## config.mk

```make
export PLATFORM = sky130hd
export DESIGN_NAME = half_float_format_converter
export DESIGN_NICKNAME = d
export VERILOG_FILES = /design/src/rtl/hfc_pkg.sv /design/src/rtl/hfc_convert.sv /design/src/rtl/half_float_format_converter.sv
export SDC_FILE = /design/constraint.sdc
export NUM_CORES = 1
export LEC_CHECK = 0
export BUFFER_PORTS_ARGS = -buffer_cell sky130_fd_sc_hd__buf_2
export CORE_ASPECT_RATIO = 2
export CORE_MARGIN = 5
export CORE_UTILIZATION = 52
export CTS_CLUSTER_SIZE = 10
export DETAILED_ROUTE_END_ITERATION = 16
export PLACE_DENSITY = 0.79
export SYNTH_ARGS = -nofsm -noshare
export SYNTH_HDL_FRONTEND = slang
export SYNTH_SLANG_ARGS = --single-unit
```

## constraint.sdc

```tcl
create_clock -name aclk -period 3 [get_ports aclk]
set_clock_uncertainty 0.15 [all_clocks]
set_input_delay 0.6 -clock aclk [delete_from_list [all_inputs] [get_ports aclk]]
set_output_delay 0.6 -clock aclk [all_outputs]
set_load 0.02 [all_outputs]
```

## src/rtl/hfc_pkg.sv

```systemverilog
// ----------------------------------------------------------------------------
// hfc_pkg
// Request codes and field widths shared by the format converter files.
// ----------------------------------------------------------------------------
`timescale 1ns / 1ps
`default_nettype none

package hfc_pkg;

    localparam int REQ_W  = 3;
    localparam int WORD_W = 32;

    typedef logic [REQ_W-1:0]  req_t;
    typedef logic [WORD_W-1:0] word_t;

    // Conversion directions; any other code passes the word through.
    localparam req_t REQ_FP16_TO_F32 = 3'd0;
    localparam req_t REQ_BF16_TO_F32 = 3'd1;
    localparam req_t REQ_F32_TO_FP16 = 3'd2;
    localparam req_t REQ_F32_TO_BF16 = 3'd3;
    localparam req_t REQ_PASS        = 3'd4;

endpackage

`default_nettype wire

```

## src/rtl/hfc_convert.sv

```systemverilog
// ----------------------------------------------------------------------------
// hfc_convert
// Combinational conversion of one word between binary32, binary16, bfloat16.
// ----------------------------------------------------------------------------
`timescale 1ns / 1ps
`default_nettype none

module hfc_convert (
    input  wire hfc_pkg::req_t  req_type,
    input  wire hfc_pkg::word_t data_in,
    output hfc_pkg::word_t      data_out
);

    localparam logic [7:0]  HALF_BIAS_ADJ = 8'd112;
    localparam logic [7:0]  SUB_EXP_BASE  = 8'd103;   // 112 - 9
    localparam logic [7:0]  UFLOW_EXP     = 8'd102;   // 112 - 10
    localparam logic [7:0]  OFLOW_EXP     = 8'd143;   // 112 + 31
    localparam logic [23:0] HALF_RND      = 24'h001000;
    localparam logic [31:0] BF_RND        = 32'h00007FFF;
    localparam logic [14:0] HALF_INF      = 15'h7C00;
    localparam logic [7:0]  F32_EXP_MAX   = 8'hFF;

    // ---- binary16 -> binary32 ----
    logic        h_sign;
    logic [4:0]  h_exp;
    logic [9:0]  h_man;
    logic [3:0]  h_msb;
    logic [3:0]  h_shift;
    logic [10:0] h_norm;
    logic [31:0] widen_res;

    always_comb begin
        h_sign = data_in[15];
        h_exp  = data_in[14:10];
        h_man  = data_in[9:0];
        h_msb  = 4'd0;
        for (int i = 0; i < 10; i++) begin
            if (h_man[i]) begin
                h_msb = 4'(i);
            end
        end
        h_shift = 4'd10 - h_msb;
        h_norm  = {1'b0, h_man} << h_shift;
        if (h_exp == 5'd0) begin
            if (h_man == 10'd0) begin
                widen_res = {h_sign, 31'd0};
            end else begin
                widen_res = {h_sign, SUB_EXP_BASE + {4'd0, h_msb}, h_norm[9:0], 13'd0};
            end
        end else if (h_exp == 5'h1F) begin
            widen_res = {h_sign, F32_EXP_MAX, h_man, 13'd0};
        end else begin
            widen_res = {h_sign, {3'd0, h_exp} + HALF_BIAS_ADJ, h_man, 13'd0};
        end
    end

    // ---- binary32 -> binary16, half-up on magnitude ----
    logic        f_sign;
    logic [7:0]  f_exp;
    logic [22:0] f_man;
    logic [7:0]  sub_shift_w;
    logic [23:0] sub_man;
    logic [23:0] sub_rnd;
    logic [23:0] nrm_rnd;
    logic [7:0]  nrm_exp_w;
    logic [14:0] nrm_sum;
    logic [31:0] narrow_res;

    always_comb begin
        f_sign      = data_in[31];
        f_exp       = data_in[30:23];
        f_man       = data_in[22:0];
        sub_shift_w = (HALF_BIAS_ADJ + 8'd1) - f_exp;     // 1..11 in the subnormal range
        sub_man     = {1'b1, f_man} >> sub_shift_w[3:0];
        sub_rnd     = sub_man + HALF_RND;
        nrm_rnd     = {1'b0, f_man} + HALF_RND;
        nrm_exp_w   = f_exp - HALF_BIAS_ADJ;
        // carry out of the mantissa adds into the exponent field
        nrm_sum     = {nrm_exp_w[4:0], 10'd0} + {4'd0, nrm_rnd[23:13]};
        if (f_exp <= HALF_BIAS_ADJ) begin
            if (f_exp < UFLOW_EXP) begin
                narrow_res = {16'd0, f_sign, 15'd0};
            end else begin
                narrow_res = {16'd0, f_sign, 4'd0, sub_rnd[23:13]};
            end
        end else if (f_exp >= OFLOW_EXP) begin
            narrow_res = {16'd0, f_sign, HALF_INF};
        end else begin
            narrow_res = {16'd0, f_sign, nrm_sum};
        end
    end

    // ---- binary32 -> bfloat16, nearest even, wraps at 32 bits ----
    logic [31:0] bf_sum;

    always_comb begin
        bf_sum = data_in + BF_RND + {31'd0, data_in[16]};
    end

    always_comb begin
        case (req_type)
            hfc_pkg::REQ_FP16_TO_F32: data_out = widen_res;
            hfc_pkg::REQ_BF16_TO_F32: data_out = {data_in[15:0], 16'd0};
            hfc_pkg::REQ_F32_TO_FP16: data_out = narrow_res;
            hfc_pkg::REQ_F32_TO_BF16: data_out = {16'd0, bf_sum[31:16]};
            default:                  data_out = data_in;
        endcase
    end

endmodule

`default_nettype wire

```

## src/rtl/half_float_format_converter.sv

```systemverilog
// ----------------------------------------------------------------------------
// half_float_format_converter
// Per-item conversion between binary32, binary16 and bfloat16.
// ----------------------------------------------------------------------------
// Usage:
//   Input channel s_valid/s_ready carries s_req_type and s_data_in; result
//   channel m_valid/m_ready carries m_data_out. Codes: binary16 to binary32,
//   bfloat16 to binary32, binary32 to binary16, binary32 to bfloat16, and
//   passthrough for every other code. 16-bit values sit in bits 15..0.
//   Two register stages: the item is captured in an input register, the
//   conversion logic sits between it and the result register. m_valid rises
//   once the converted item moves from the input register into the result
//   register; throughput is one item per cycle while the receiver does not
//   stall, set by the single conversion pass between the two stages.
//   A stalled receiver holds the result register; the input stage keeps
//   taking items until it also holds one, so up to two items are in flight.
//   s_ready depends combinationally on m_ready.
//   Synchronous active-low reset empties both stages; no results are shown
//   until new items arrive.
// ----------------------------------------------------------------------------
`timescale 1ns / 1ps
`default_nettype none

module half_float_format_converter (
    input  wire                 aclk,
    input  wire                 aresetn,
    input  wire                 s_valid,
    output logic                s_ready,
    input  wire hfc_pkg::req_t  s_req_type,
    input  wire hfc_pkg::word_t s_data_in,
    output logic                m_valid,
    input  wire                 m_ready,
    output hfc_pkg::word_t      m_data_out
);

    logic           in_valid_reg;
    hfc_pkg::req_t  in_req_reg;
    hfc_pkg::word_t in_data_reg;
    logic           out_valid_reg;
    hfc_pkg::word_t out_data_reg;
    hfc_pkg::word_t conv_next;
    logic           out_free;
    logic           in_free;

    hfc_convert u_convert (
        .req_type (in_req_reg),
        .data_in  (in_data_reg),
        .data_out (conv_next)
    );

    assign out_free = !out_valid_reg || m_ready;
    assign in_free  = !in_valid_reg || out_free;
    assign s_ready  = in_free;

    always_ff @(posedge aclk) begin
        if (!aresetn) begin
            in_valid_reg  <= 1'b0;
            out_valid_reg <= 1'b0;
        end else begin
            if (in_free) begin
                in_valid_reg <= s_valid;
            end
            if (out_free) begin
                out_valid_reg <= in_valid_reg;
            end
        end
    end

    always_ff @(posedge aclk) begin
        if (in_free && s_valid) begin
            in_req_reg  <= s_req_type;
            in_data_reg <= s_data_in;
        end
        if (out_free && in_valid_reg) begin
            out_data_reg <= conv_next;
        end
    end

    assign m_valid    = out_valid_reg;
    assign m_data_out = out_data_reg;

endmodule

`default_nettype wire

```

# == After elaboration in Yosys (flattened, before gate mapping) ==
# Index checks and enable logic that the tools add are counted.
# classes
n_addsub,10
n_mul,0
div,0
n_lt_le_gt_ge,3
n_eq_ne,4
shift,2
n_mux,16
n_bitwise,0
reduce_logical,9
# ops
op,n
$pmux W32 S4,1
$mux W31,3
$add A32 B1 Y32,1
$add A32 B15 Y32 const B,1
$mux W15,2
$add A23 B13 Y24 const B,1
$add A24 B13 Y24 const B,1
$shr A24 B4 Y24,1
$add A15 B11 Y15,1
$mux W3,4
$mux W11,1
$logic_not A10 Y1,1
$shl A10 B4 Y10,1
$add A5 B7 Y8 const B,1
$add A7 B4 Y8 const A,1
$ge A8 B8 Y1 const B,1
$le A8 B7 Y1 const B,1
$lt A8 B7 Y1 const B,1
$mux W4,2
$eq A3 B2 Y1 const B,2
$eq A5 B5 Y1 const B,1
$logic_not A5 Y1,1
$sub A5 B5 Y5 const B,1
$mux W2,2
other kinds (8),11
# totals
regBits,69
latchBits,0
ram_bits,0
rom_bits,0
in_bits,39
output_inout_bits,34
word_cells,49
mem_count,0

# == Depth between registers and ports, before layout ==
# logic_depth
depth_word,14
depth_mapped,14
ltp_nobuf,12

# == Cells and area by module ==
# A second synthesis with hierarchy kept.
# unflattened
cells_unflattened,528
area_unflattened_um2,5117.4
# modules_own_cells
module,n_inst,cells_each,area_each_um2,seq_area_each_um2
hfc_convert,1,452,3001.6,0.0
half_float_format_converter,1,76,2115.8,2052.0

# == Worst setup path before layout ==
# No wires, ideal clock.
# synth_path
kind,reg-to-reg
startpoint,register in_data_reg[6]
endpoint,register out_data_reg[17] (netlist: m_data_out[17]) (data pin)
setup_time_ns,0.271
t_arrival_ns,2.618
t_required_ns,2.579
path_slack_ns,-0.040
path_stages_with_launch,11
path_buffers,1
synth_period_minus_slack_ns,3.040
cell_sequence,edfxtp_1 -> clkbuf_1 -> inv_1 -> a21oi_1 -> a21oi_1 -> nor2_2 -> ha_1 -> clkinv_1 -> mux4_2 -> a222oi_1 -> o21ai_0
# synth_between
elab_chain_len,9
word_cells_on_any_way,10
cone_classes,1 x add/sub; 1 x shift; 7 x mux; 1 x reduce/logical
# synth_rtl
element,line,text
from (decl),half_float_format_converter.sv:38,hfc_pkg::word_t in_data_reg;
from (signal assigned),half_float_format_converter.sv:72,in_data_reg <= s_data_in;
$mux W3 (2 in a row),hfc_convert.sv:38,if (h_man[i]) begin
$mux W4 (2 in a row),hfc_convert.sv:38,
$sub A4 B4 Y4,hfc_convert.sv:42,h_shift = 4'd10 - h_msb;
$shl A10 B4 Y10,hfc_convert.sv:43,"h_norm = {1'b0, h_man} << h_shift;"
$mux W31 *,hfc_convert.sv:45,if (h_man == 10'd0) begin
$mux W31 *,hfc_convert.sv:44,if (h_exp == 5'd0) begin
$pmux W32 S4 *,hfc_convert.sv:101,case (req_type)
net conv_next[17],half_float_format_converter.sv:41,hfc_pkg::word_t conv_next;
to (signal assigned),half_float_format_converter.sv:75,out_data_reg <= conv_next;
to (decl),half_float_format_converter.sv:40,hfc_pkg::word_t out_data_reg;
# Mark *: on every way through the listed nets, which the timed path passes. The rest lies on a longest branch.
# A chain may end at the register's enable or synchronous reset.

# == Worst setup path in the final report ==
# layout_path
startpoint,register in_data_reg[13]
endpoint,register out_data_reg[14] (netlist: m_data_out[14]) (data pin)
# layout_between
elab_chain_len,5
word_cells_on_any_way,9
cone_classes,4 x add/sub; 4 x mux; 1 x reduce/logical
# layout_rtl
element,line,text
$add A23 B13 Y24,hfc_convert.sv:76,"nrm_rnd = {1'b0, f_man} + HALF_RND;"
$add A15 B11 Y15,hfc_convert.sv:79,"nrm_sum = {nrm_exp_w[4:0], 10'd0} + {4'd0, nrm_rnd[23:13]};"
$mux W15,hfc_convert.sv:86,end else if (f_exp >= OFLOW_EXP) begin
$mux W15,hfc_convert.sv:80,if (f_exp <= HALF_BIAS_ADJ) begin
$pmux W32 S4 *,hfc_convert.sv:101,
net conv_next[14],half_float_format_converter.sv:41,
# Marked as above.

==> impl_metrics.ini <==
[sta]
hold_ws_ns = 0.289
min_period_ns = 2.99
slew_viol_final = 0
slew_headroom = 0.508
finalSetupViolCount = 0
fmax_ghz = 0.334
period_share = 0.998
rsz0062_at_grt = true
finalHoldViolations = 0
tightest_slew_ns = 0.732

[cts]
cts_buffers = 9
root_buffer = clkbuf_16
clkSinkCount = 69
insertion_delay_ns = 0.33
cts_hold_buf = 0
ctsHtreeMaxLevel = 3
clock_path_buffers = 2
clk_pin_slew_ns = 0.06
cts_tree = yes

[floorplanning]
die_h_um = 147
dieArea_mm2 = 0.0116
start_util = 0.526
io_pins = 73
dieWidth_um = 78.7
design.core.area_mm2 = 0.00932
num_rows = 50

[global_route]
overflow = 0
grt.total_usage = 0.334
grt_pass1_wl_mm = 28.1
grt_pass1_vias = 4982
grt_max_degree = 36
antenna_found_initial = 0

[worst_setup_path]
cp.required_ns = 3.01
slowest_delay_ns = 0.72
worst-path-buf-inv = 1
startpoint_type = register
crit_family = simple AND/OR/NAND/NOR gates
worstSetupPathType = register to register
crit_path_max_fanout = 7
crit_slowest_cell = or4b_2
cp.arrival_ns = 3.00
endpoint_kind = register
worstPathCellList = inv_1 -> ha_1 -> or4b_2 -> nor4_1 -> a31oi_2 -> a2bb2oi_1

[yosys]
synth-seq-area-share = 0.418
yosysWarnings = 0
synth-seq-cells = 69
async_flop_share = 0
netlist_area_mm2 = 0.00491
synthCells = 500
synth_cell_types = 72
yosys_most_used_dff = edfxtp_1
synth_nets = 548
synth-edff-count = 67
synth.avg_cell_area_um2 = 9.81

[placement]
placed_cell_area_mm2 = 0.00585
dp_hpwl_mm = 15.0
gp_congestion = 1.07
port_buffers = 72

[pwr]
seqPwrFrac = 0.371
leakage_nw = 2.46
p_sw_frac = 0.268
vdd_drop_max_v = 0.000597
power.total_mw = 3.16
p_clk_frac = 0.406
pwr-share-comb = 0.223
power.internal_mw = 2.31
p_per_area_mw_per_mm2 = 500
p_switching_uw = 847

[layout]
post-route-util = 0.678
regArea_mm2 = 0.00205
multi_input_area_mm2 = 0.00268
area_delta_synth_final_pct = 28.9
antennaDiodeCount = 0
layout.nets = 677
layout-drive-gt1-share = 0.341
fin_area_mm2 = 0.00632
fillers = 740

[hold_path]
hp-class = primary input to register

[detailed_routing]
postRouteAntennaNets = 0
via_count = 4988
drt_iter0_drc = 497
vias_per_cell = 6.76
wl_mm = 19.1
route.detailed.drc = 0
wl_per_cell_um = 25.9
firstDrtPassIters = 6

[job]
drv_cap = 0

[run_status]
status = finished, final reports clean
==> synthesized netlist by cell type, types with 7 or more instances <==
library cell	instances	area, um2
nor3_1	15	75.1
a22oi_1	14	105
o21ai_0	26	130
xnor2_1	20	175
xor2_1	17	149
nand2_1	44	165
mux4_2	10	225
a21oi_1	30	150
clkbuf_1	26	97.6
nor2b_1	8	50.1
nand4_1	7	43.8
ha_1	9	113
nand3_1	17	85.1
inv_1	19	71.3
buf_2	8	40.0
edfxtp_1	67	2010
nor2_1	33	124
==> power groups by stage <==
stage | Clock, mW | Sequential (mW) | Combinational [mW]
floorplan | 0 | 1.20 | 0.358
finish | 1.28 | 1.17 | 0.706
CTS | 1.29 | 1.17 | 0.669
global route | 1.35 | 1.18 | 0.739
detailed placement | 0 | 1.19 | 0.663
global placement | 0 | 1.19 | 0.662
==> through the flow <==
| step | std cells | TNS (ns) | setup WS, ns |
|---|---|---|---|
| finish | 738 | 0 | 0.00737 |
| global route | 738 | -0.0282 | -0.0268 |
| CTS | 733 | 0 | 0.0218 |
| detailed placement | 716 | -0.108 | -0.0641 |
| global placement | 716 | -0.128 | -0.128 |
| floorplan | 500 | 0 | 0.00873 |
==> path summary, 6_finish.rpt <==
check                          to  slack [ns]             from  cells past startpoint
setup / recovery   m_data_out[14]       0.007  in_data_reg[13]                      6
hold / removal    in_data_reg[17]        0.29    s_data_in[17]                      1
setup reg to reg   m_data_out[14]       0.007  in_data_reg[13]                      6
hold reg to reg           m_valid        0.39     in_valid_reg                      1
==> area by class of cell <==
cell class | count | area share
repair buffers | 158 | 0.161
clock buffers | 10 | 0.0362
multi-input cells | 370 | 0.424
well taps | 104 | 0.0206
clock inverters | 6 | 0.0212
inverters | 21 | 0.0125
flip-flops and latches | 69 | 0.324
==> cells in the final DEF (no fill, tap or decap), types with 7 or more instances in the layout <==
cell type,netlist,final
clkbuf_16,0,9
o21ai_0,26,25
edfxtp_1,67,67
nor2_1,33,33
mux4_2,10,10
a21oi_1,30,29
inv_1,19,19
buf_4,1,85
xor2_1,17,16
nand2_1,44,44
nand4_1,7,7
nor2b_1,8,7
nand3_1,17,17
xnor2_1,20,20
buf_2,8,72
a22oi_1,14,14
nor3_1,15,13
==> kinds of logic (layout without fill, tap and decap cells) <==
kind of cell	count (synthesis)	count (layout)	synth area share
simple gates	161	161	0.165
xor+xnor	37	37	0.0661
fa+ha+maj	9	9	0.0230
buf+inv	61	195	0.0510
mux	17	17	0.0620
compound gates	146	146	0.214
flops	69	69	0.418
==> worst reg2reg max path, delay by kind of cell, from the launching register on <==
kind,cells,cell delay [ns]
simple gates,2,1.43
flops,1,0.49
compound gates,2,0.44
fa+ha+maj,1,0.19
buf+inv,1,0.13
==> metal layers <==
metal	routed length [um]	share of wire	global-route usage
met5	0	0	0
met4	2150	0.11	0.292
met3	1120	0.059	0.0534
met2	10100	0.53	0.613
met1	5680	0.30	0.304
==> timing repair <==
| item | 4_1_cts | 5_1_grt |
|---|---|---|
| setup buffers | 1 | 5 |
| setup endpoints to repair | 5 | 11 |
| pin swaps | 0 | 2 |
| cloned | 0 | 0 |
| gates resized for setup | 2 | 12 |
Note: power is estimated with default switching activity, not from simulation.
